`config.mk`:
```
export PLATFORM = sky130hd
export DESIGN_NAME = bir_pos
export DESIGN_NICKNAME = d
export VERILOG_FILES = /design/src/rtl/core/bir_pkg.sv /design/src/rtl/core/bir_pos.sv
export SDC_FILE = /design/constraint.sdc
export NUM_CORES = 1
export LEC_CHECK = 0
export BUFFER_PORTS_ARGS = -buffer_cell sky130_fd_sc_hd__buf_2
export CELL_PAD_IN_SITES_DETAIL_PLACEMENT = 2
export CELL_PAD_IN_SITES_GLOBAL_PLACEMENT = 2
export CORE_ASPECT_RATIO = 2
export CORE_UTILIZATION = 37
export DETAILED_ROUTE_END_ITERATION = 10
export GPL_ROUTABILITY_DRIVEN = 0
export PLACE_DENSITY = 0.85
export SLEW_MARGIN = 20
export SYNTH_ARGS = -nofsm -noshare
export SYNTH_HDL_FRONTEND = slang
export SYNTH_SLANG_ARGS = --single-unit
```
`constraint.sdc`:
```
create_clock -name clk -period 6.5 [get_ports clk]
set_input_delay 0.975 -clock clk [delete_from_list [all_inputs] [get_ports clk]]
set_output_delay 0.975 -clock clk [all_outputs]
set_load 0.05 [all_outputs]
```
`src/rtl/core/bir_pkg.sv`:
```
// Shared types and constants for the bilinear image resizer.
package bir_pkg;
  localparam int DEF_MAX_WIDTH  = 256;
  localparam int DEF_MAX_HEIGHT = 256;

  localparam int POS_W     = 12;
  localparam int CH_W      = 16;
  localparam int NCH       = 4;
  localparam int PIX_W     = CH_W * NCH;
  localparam int SDATA_W   = 2 * POS_W + PIX_W;
  localparam int MDATA_W   = PIX_W;
  localparam int DIM_W     = 13;
  localparam int SIZE_W    = 9;
  localparam int STEP_W    = 25;
  localparam int CFG_IDX_W = 3;

  localparam int FRAC_W  = 16;
  localparam int WGT_W   = FRAC_W + 1;
  localparam int WPROD_W = 2 * FRAC_W + 1;
  localparam int MAG_W   = 11;
  localparam int PROD_W  = MAG_W + WPROD_W;
  localparam int ACC_W   = 76;
  localparam int CHUNK_W = 19;

  localparam logic [CH_W-1:0] HALF_QNAN = 16'h7E00;
  localparam logic [CH_W-1:0] HALF_INF  = 16'h7C00;

  typedef enum logic [CFG_IDX_W-1:0] {
    REG_SRC_WIDTH,
    REG_SRC_HEIGHT,
    REG_HDR_MODE,
    REG_X_STEP,
    REG_Y_STEP
  } cfg_reg_t;

  typedef enum logic {
    OP_LOAD,
    OP_COMPUTE
  } opcode_t;

  typedef enum logic [2:0] {
    ST_IDLE,
    ST_CLAMP,
    ST_READ,
    ST_N1,
    ST_N2,
    ST_N3,
    ST_N4,
    ST_DONE
  } state_t;

  typedef struct packed {
    logic hdr;
    logic clr;
    logic mul;
    logic acc;
    logic n1;
    logic n2;
    logic n3;
    logic n4;
  } lane_ctl_t;
endpackage

```
`src/rtl/core/bir_pos.sv`:
```
// Source sample position: neighbor indices clamped to the frame and Q16 fraction.
module bir_pos import bir_pkg::*; #(
  parameter int MAX_DIM = DEF_MAX_WIDTH,
  localparam int IW = $clog2(MAX_DIM)
) (
  input  logic              clk,
  input  logic              mul_en,
  input  logic              clamp_en,
  input  logic [POS_W-1:0]  dst,
  input  logic [STEP_W-1:0] step,
  input  logic [DIM_W-1:0]  dim,
  output logic [IW-1:0]     i0,
  output logic [IW-1:0]     i1,
  output logic [FRAC_W-1:0] frac
);
  localparam int P_W = POS_W + 1 + STEP_W;
  localparam int U_W = P_W - FRAC_W;

  logic [P_W-1:0] prod;
  logic [P_W:0]   sum;
  logic [P_W-1:0] u;
  logic [U_W-1:0] ui, top, base, nxt;

  always_ff @(posedge clk) begin
    if (mul_en) prod <= P_W'({dst, 1'b1}) * P_W'(step);
  end

  // u holds sx + 1 in Q16, so its integer part ui is floor(sx) + 1
  always_comb begin
    sum  = {1'b0, prod} + ((P_W+1)'(1) << FRAC_W);
    u    = sum[P_W:1];
    ui   = u[P_W-1:FRAC_W];
    top  = U_W'(dim) - U_W'(1);
    base = (ui == '0) ? '0 : ui - U_W'(1);
    if (base > top) base = top;
    nxt  = (ui > top) ? top : ui;
  end

  always_ff @(posedge clk) begin
    if (clamp_en) begin
      i0   <= base[IW-1:0];
      i1   <= nxt[IW-1:0];
      frac <= u[FRAC_W-1:0];
    end
  end
endmodule

```
==> flow_summary.ini <==
[critical_path]
crit_required_ps = 6610
worst-path-max-fanout = 6
max_stage_delay_ps = 730
cp_num_buf_inv = 7
cpMostUsedCell = fa_1
crit_slowest_cell = fa_1
crit_arrival_ps = 7000
worstSetupEndpointType = flip-flop
startpoint_type = primary input
r2r_start = prod[19]$_DFFE_PP_
startpoint = step[4]
crit_family = adder cells
worstPathCellList = buf_2 -> buf_4 -> and2_1 -> fa_1 -> inv_1 -> fa_1 -> inv_1 -> fa_1 -> fa_1 -> inv_2 -> fa_2 -> inv_2 -> ha_4 -> buf_6 -> o211ai_1 -> o21ai_1 -> nand2_1 -> o21ai_4 -> a211oi_2 -> o211ai_1 -> nand2_1 -> o31ai_4 -> xor2_1
criticalPathCategory = in2reg

[logic_synthesis]
synth_seq_cells = 69
synth_area_um2 = 14600
synth_ff_type = edfxtp_1
synth_cells = 1617
syn_area_per_cell_um2 = 9.04
yosys-mux-area-fraction_pct = 0.642
synth_top_family_by_area = adder cells
syn_nets = 2054
yosysWarningCount = 0
synthAdderAreaFrac_pct = 45.8
yosys.area_share.simple_pct = 17.1
synth.distinct_cells = 63
synth_compound_area_share_pct = 6.88
synth_xor_area_share_pct = 4.73
async_flop_share_pct = 0
synth-edff-count = 69
seq_area_frac_synth_pct = 14.2

[routing]
ant_nets = 0
vias_per_cell = 5.60
totalWireLength_um = 66800
wl_per_cell_um = 28.8
drc = 0
route.vias.total = 13000
drt_iter0_markers = 650
drtPass1Iterations = 4

[layout]
nets = 2229
fillers = 4273
layout_commonest_cell = inv_1
final_cells = 2318
final_cell_mix = inv_1 (336), fa_1 (244), nand2_1 (238)
syn_to_final_growth_pct = 17.7
drive_gt1_share_pct = 16.9

[grt]
grt_max_degree = 38
grt_first_pass_wirelength_um = 90500
grt_antenna_before_repair = 2
grtUsageTotal_pct = 30.6
grt_overflow_total = 0
grt_pass1_vias = 15600

[timing]
setup_viol = 17
slew_violations = 0
period_minus_slack_ps = 6890
hold_ws_ps = 420
final-hold-violation-count = 0
setup_tns_ps = -2700
max_freq_mhz = 145
fin_skew_ps = 9.48
grt_setup_unrepaired = yes
fin_crit_sh_pct = 106
fin_ws_ps = -392
relSlewSlack_pct = 35.0
tightest_slew_ps = 975

[placement]
dp.cells = 2290
dp_hpwl_um = 49000
io_buffer_count = 84
post-place-ws_ps = -863

[worst_hold_path]
min_from = prod[10]$_DFFE_PP_
hold_path_class = reg2reg

[die]
floorplan.initialDensity_pct = 37.7
rows = 102
die_area_um2 = 40400
die_w_um = 143
die_h_um = 283
coreArea_um2 = 38800
num_io_pins = 85

[clock_tree]
cts_buffer_depth = 2
insertion_delay_ps = 370
path_clk_slew_ps = 60
htreeDepth = 3
cts_root_buffer = clkbuf_16
tritoncts = yes
cts.sinks = 69
cts_buffers = 9

[outcome]
status = complete, but fails checks
failed_checks = negative setup slack

[job]
drv_cap = 0
logic make-up after synthesis:
group,after synthesis
flops,69
mux,9
xor+xnor,79
buf+inv,404
fa+ha+maj,384
compound gates,162
simple gates,510
Yosys cell counts, types with 3 or more instances:
cell	n	area (um^2)
or2_2	3	18.8
o21a_1	7	52.6
mux2i_1	6	60.1
a211oi_1	6	45.0
o21ai_0	30	150
inv_1	341	1280
nand2b_1	9	56.3
nand2_1	241	905
nand4_1	21	131
mux2_2	3	33.8
nor3_1	13	65.1
xor2_1	33	289
nand3_1	12	60.1
a31oi_1	9	56.3
or4_1	5	37.5
clkbuf_1	56	210
ha_1	131	1640
o211ai_1	6	45.0
edfxtp_1	69	2070
a21o_1	30	225
and3_1	7	43.8
nor2_1	65	244
nor2b_1	5	31.3
o31ai_1	6	45.0
fa_1	253	5060
and2_1	104	651
xnor2_1	46	403
nor4_1	4	25.0
a21oi_1	56	280
stage by stage:
step	util (%)	cell area [um^2]
after floorplan	-	14600
after global placement	42.6	16500
after detailed placement	42.6	16500
after CTS	43.6	16900
after global routing	44.3	17200
final	44.3	17200
worst reg2reg max path: stages, from the launching register on:
cell,delay [ps]
edfxtp_1,540
and4_4,330
a2111oi_0,850
a41oi_1,230
nor4_1,500
nand2_1,270
nor3_4,500
or2_2,240
inv_1,90
ha_1,330
a21oi_1,170
nor2b_1,80
o21ai_0,230
a21oi_1,150
a2111oi_0,360
o21ai_0,220
o32ai_1,180
buf_4,250
mux2_2,350
registers in the layout, summed over array words and instances (netlist names):
signal	flops
i1	8
i0	8
frac	16
prod	37
final cells by class:
type,instances,area [um^2],share of cell area (%)
flip-flops and latches,69,2070,12.0
multi-input cells,1144,11200,65.2
well taps,520,651,3.78
repair buffers,227,1700,9.86
clock buffers,9,225,1.31
inverters,341,1280,7.44
diodes,1,2.50,0.0145
clock inverters,7,66.3,0.385
routing by layer:
metal	global-route usage, %	wire length [um]	vias to the layer above
met3	3.58	2910	372
met4	23.9	7080	2
met2	61.3	36900	576
met5	0	16	-
met1	26.0	19900	6670
li1	-	-	5361
final timing paths:
path,endpoint,slack (ps),depth (start not counted)
worst min register to register,frac[9]$_DFFE_PP_,420,0
worst max-delay path,prod[36]$_DFFE_PP_,-390,23
worst min-delay path,frac[9]$_DFFE_PP_,420,0
worst max register to register,i0[1]$_DFFE_PP_,400,18
timing repair:
action	CTS	global route
endpoints found under the hold margin	0	0
buffers inserted	5	5
gates resized for setup	21	57
pin swaps	5	31
cloned	0	1
hold buffers	0	0
setup endpoints to repair	12	15
Power is not shown: default switching activity piles up to over one toggle a cycle in this logic, so the estimate is an artifact.
