File: src/rtl/core/bir_pkg.sv
// Shared types and constants for the bilinear image resizer.
package bir_pkg;
  localparam int DEF_MAX_WIDTH  = 256;
  localparam int DEF_MAX_HEIGHT = 256;

  localparam int POS_W     = 12;
  localparam int CH_W      = 16;
  localparam int NCH       = 4;
  localparam int PIX_W     = CH_W * NCH;
  localparam int SDATA_W   = 2 * POS_W + PIX_W;
  localparam int MDATA_W   = PIX_W;
  localparam int DIM_W     = 13;
  localparam int SIZE_W    = 9;
  localparam int STEP_W    = 25;
  localparam int CFG_IDX_W = 3;

  localparam int FRAC_W  = 16;
  localparam int WGT_W   = FRAC_W + 1;
  localparam int WPROD_W = 2 * FRAC_W + 1;
  localparam int MAG_W   = 11;
  localparam int PROD_W  = MAG_W + WPROD_W;
  localparam int ACC_W   = 76;
  localparam int CHUNK_W = 19;

  localparam logic [CH_W-1:0] HALF_QNAN = 16'h7E00;
  localparam logic [CH_W-1:0] HALF_INF  = 16'h7C00;

  typedef enum logic [CFG_IDX_W-1:0] {
    REG_SRC_WIDTH,
    REG_SRC_HEIGHT,
    REG_HDR_MODE,
    REG_X_STEP,
    REG_Y_STEP
  } cfg_reg_t;

  typedef enum logic {
    OP_LOAD,
    OP_COMPUTE
  } opcode_t;

  typedef enum logic [2:0] {
    ST_IDLE,
    ST_CLAMP,
    ST_READ,
    ST_N1,
    ST_N2,
    ST_N3,
    ST_N4,
    ST_DONE
  } state_t;

  typedef struct packed {
    logic hdr;
    logic clr;
    logic mul;
    logic acc;
    logic n1;
    logic n2;
    logic n3;
    logic n4;
  } lane_ctl_t;
endpackage

File: src/rtl/core/bir_lane.sv
// One channel: sample decode, weight multiply and signed accumulate.
module bir_lane import bir_pkg::*; (
  input  logic               clk,
  input  lane_ctl_t          ctl,
  input  logic [CH_W-1:0]    sample,
  input  logic [WPROD_W-1:0] wgt,
  output logic [ACC_W-1:0]   acc,
  output logic               nonfin
);
  logic [4:0]        e;
  logic [MAG_W-1:0]  mag;
  logic [4:0]        sh;
  logic [PROD_W-1:0] prod;
  logic [4:0]        prod_sh;
  logic              prod_neg;
  logic [ACC_W-1:0]  term;

  always_comb begin
    e = sample[14:10];
    if (!ctl.hdr) begin
      mag = MAG_W'(sample[7:0]);
      sh  = '0;
    end else if (e == '0) begin
      mag = MAG_W'(sample[9:0]);
      sh  = '0;
    end else begin
      mag = {1'b1, sample[9:0]};
      sh  = e - 5'd1;
    end
    term = ACC_W'(prod) << prod_sh;
  end

  always_ff @(posedge clk) begin
    if (ctl.mul) begin
      prod     <= PROD_W'(mag) * PROD_W'(wgt);
      prod_sh  <= sh;
      prod_neg <= ctl.hdr & sample[15];
    end
    if (ctl.clr) begin
      acc    <= '0;
      nonfin <= 1'b0;
    end else begin
      if (ctl.acc) acc <= prod_neg ? acc - term : acc + term;
      if (ctl.mul && ctl.hdr && e == 5'h1F) nonfin <= 1'b1;
    end
  end
endmodule

File: config.mk
export PLATFORM = sky130hd
export DESIGN_NAME = bir_lane
export DESIGN_NICKNAME = d
export VERILOG_FILES = /design/src/rtl/core/bir_pkg.sv /design/src/rtl/core/bir_lane.sv
export SDC_FILE = /design/constraint.sdc
export NUM_CORES = 1
export LEC_CHECK = 0
export ABC_AREA = 1
export BUFFER_PORTS_ARGS = -buffer_cell sky130_fd_sc_hd__buf_4
export CAP_MARGIN = 25
export CORE_UTILIZATION = 65
export CTS_BUF_LIST = sky130_fd_sc_hd__clkbuf_4 sky130_fd_sc_hd__clkbuf_8
export CTS_CLUSTER_DIAMETER = 50
export DETAILED_ROUTE_END_ITERATION = 8
export PLACE_DENSITY = 0.84
export SKIP_LAST_GASP = 1
export SLEW_MARGIN = 10
export SYNTH_ARGS = -nofsm -noshare
export SYNTH_HDL_FRONTEND = slang
export SYNTH_SLANG_ARGS = --single-unit
File: constraint.sdc
create_clock -name clk -period 12.9 [get_ports clk]
set_input_delay 2.58 -clock clk [delete_from_list [all_inputs] [get_ports clk]]
set_output_delay 2.58 -clock clk [all_outputs]
set_load 0.03 [all_outputs]
==> impl_metrics.yaml <==
power_and_ir_drop:
  power_frac_comb: 0.810
  vdd_drop_max_v: 0.000137
  p_per_area_nw_per_um2: 223
  totalPowerFinal_uw: 6340
  p_int_uw: 2720
  p_clk_frac: 0.060
  switching_share: 0.570
  leakage_uw: 0.0145
  p_switching_uw: 3610
  pwr-share-seq: 0.131
cts:
  clockBufferDepth: 2
  ctsHoldBuffers: 0
  path_clk_slew_ps: 90
  cts_root_buf: "clkbuf_8"
  cts.sinks: 127
  post_cts_buffers: 0
  numCtsBuffers: 17
  ctsResizeCount: 0
  clk_latency_ps: 550
  cts_max_level: 4
  cts_tree: "done"
detailed_routing:
  ant_nets: 0
  routed_via_density: 5.85
  drc: 0
  totalWireLength_um: 87100
  vias: 27400
  wl_per_cell_um: 18.6
  initialDrtViolationCount: 2548
  dr.pass1.iters: 8
worst_setup_path:
  critPathRequiredTime_ps: 13170
  crit_start: "sample[10]"
  cp_data_arrival_time_ps: 9390
  startpoint_type: "input pin"
  critPathBufInv: 6
  cp_common_cell: "fa_1"
  cp_max_fo: 25
  crit_path_max_incr_delay_ps: 620
  crit_path_end_kind: "flop"
  r2r_start: "prod_sh[1]"
  crit_slowest_cell: "and2_1"
  path_class: "input pin to flop"
  r2r_setup_slack_ps: 5450
  cp_top_family: "adder cells"
global_route:
  first_global_vias: 26600
  antenna_found_initial: 0
  grt_pass1_wl_um: 136000
  grt.total_usage: 0.417
  grt_overflow: 0
  grt_max_degree: 71
die:
  num_rows: 74
  die_h_um: 206
  pin_count: 135
  start_util: 0.660
  die_x_um: 206
  dieArea_um2: 42400
  core_area_um2: 40900
sta:
  grt_setup_unrepaired: "no"
  fmax_ghz: 0.110
  finalSetupViolations: 0
  max_slew_margin: 0.199
  min_period_over_period: 0.707
  setup_tns_ps: 0
  worst_slew_pin_slew_ps: 1190
  final.min_clock_period_ps: 9120
  finalMaxSlewViolations: 0
  worst_clock_skew_ps: 24.3
  hold_viol: 0
worst_hold_path:
  min_path_type: "flop to flop"
  min_from: "nonfin"
placed_design:
  portBuffers: 130
  gp_congestion: 1.05
  dp_hpwl_um: 72000
synth:
  avgSynthCellArea_um2: 6.53
  ys_warn_count: 0
  netlist_area_um2: 27000
  syn_inst: 4141
  synth_cell_types: 53
  synth-seq-cells: 127
  synth_nets: 4639
  synth_seq_area_share: 0.113
final_layout:
  layout.nets: 4638
  num_antenna_cells: 0
  area_growth_pct: 5.30
  drive_gt1_frac: 0.0689
job:
  max-cap-violations: 0
status:
  outcome: "complete, no violations"
## per-layer routing
layer | part of all wire | wire length [um] | GRT usage | vias to the layer above
met1 | 0.38 | 33100 | 0.488 | 12700
met4 | 0.066 | 5750 | 0.252 | 0
li1 | - | - | - | 13000
met2 | 0.48 | 42000 | 0.731 | 1387
met3 | 0.072 | 6300 | 0.0498 | 300
met5 | 0 | 0 | 0 | -
## placed cells by master, fill, tap and decap left out, types with 5 or more instances in the layout
master    Yosys  routed
o21bai_1     11      11
nor3_1       22      22
o21ai_1      15      15
xnor2_1      52      52
ha_1        161     161
o211ai_1     31      31
dfxtp_1      77      77
nand4_1      43      43
nor2_2       22      22
edfxtp_1     50      50
nand3_1     388     388
a31oi_1      17      17
nand3_2      25      25
xor2_1      106     106
fa_1        279     279
nor2_1      494     494
or2_2         6       6
nand2_1     860     860
clkbuf_8      0      18
nand2_2      18      18
o21ai_0     194     194
nand3b_1      7       7
nor4_1        9       9
inv_1       763     761
a21oi_1     227     227
a21boi_0      8       8
buf_4         8     142
inv_2        17      19
o31ai_1       5       5
o21a_1       22      22
nor3_2        5       5
## synth_stat cells, drive strengths merged
cell,count,area [um^2]
nand3,413,2190
or2,7,43.8
o2111ai,2,17.5
xor2,106,928
inv,781,2940
a221oi,2,17.5
xnor2,52,455
nand3b,7,52.6
o221ai,4,35.0
o21ai,212,1070
edfxtp,50,1500
nor4,9,56.3
o31ai,5,37.5
ha,161,2010
o21bai,11,82.6
clkinv,1,3.75
o211a,2,20.0
o211ai,31,233
o21a,22,165
a21o,4,30.0
fa,279,5590
a31oi,17,106
buf,56,334
nand4,43,269
a211oi,3,22.5
nor4b,1,8.76
nor3,27,160
dfxtp,77,1540
nor2,518,2010
and3,2,12.5
a21oi,229,1150
a31o,4,35.0
a21boi,8,60.1
nand2,882,3390
and2,4,25.0
clkbuf,108,405
nor3b,1,7.51
## cells by family after synthesis
kind of cell	Yosys count	share of synthesized area
AO/OA/AOI/OAI	556	0.114
XOR/XNOR	158	0.0512
buffers and inverters	946	0.136
adder cells (fa/ha/maj)	440	0.281
flip-flops	127	0.113
AND/OR/NAND/NOR	1914	0.304
## sequential cells by signal, indices dropped and copies added, names as in the netlist
name	count
acc	76
prod	44
prod_sh	5
nonfin	1
prod_neg	1
## area by class of cell
type / instances / area, um^2
fillers: 3588 / 12500
flip-flops and latches: 127 / 3040
inverters: 782 / 2940
well taps: 532 / 666
clock inverters: 10 / 114
multi-input cells: 3068 / 20300
repair buffers: 144 / 1110
clock buffers: 22 / 278
## through the flow
| stage | utilization | hold slack, ps | setup slack [ps] | instances | instance area [um^2] |
|---|---|---|---|---|---|
| floorplan | - | 641 | 4640 | 4141 | 27000 |
| global placement | 0.685 | 462 | 3220 | 4651 | 28000 |
| detailed placement | 0.685 | 469 | 3430 | 4652 | 28000 |
| CTS | 0.695 | 492 | 3970 | 4684 | 28400 |
| global route | 0.695 | 550 | 3410 | 4685 | 28500 |
| finish | 0.695 | 493 | 3780 | 4685 | 28500 |
## power groups by stage
stage	Combinational, uW	Sequential, uW	Clock (uW)
finish	5130	828	378
global route	5730	836	389
CTS	5040	822	376
detailed placement	5020	831	0
global placement	4910	827	0
floorplan	3680	909	0
## worst min-delay path, stage by stage (launching register included)
cell     delay [ps]
dfxtp_1         350
a31oi_1          50
nor2_1           70
## worst paths after layout
| path | end | depth (start not counted) |
|---|---|---|
| min reg2reg | nonfin | 2 |
| max | prod[42] | 25 |
| min | nonfin | 2 |
| max reg2reg | acc[51] | 27 |
Power figures use the tool's default switching activity.
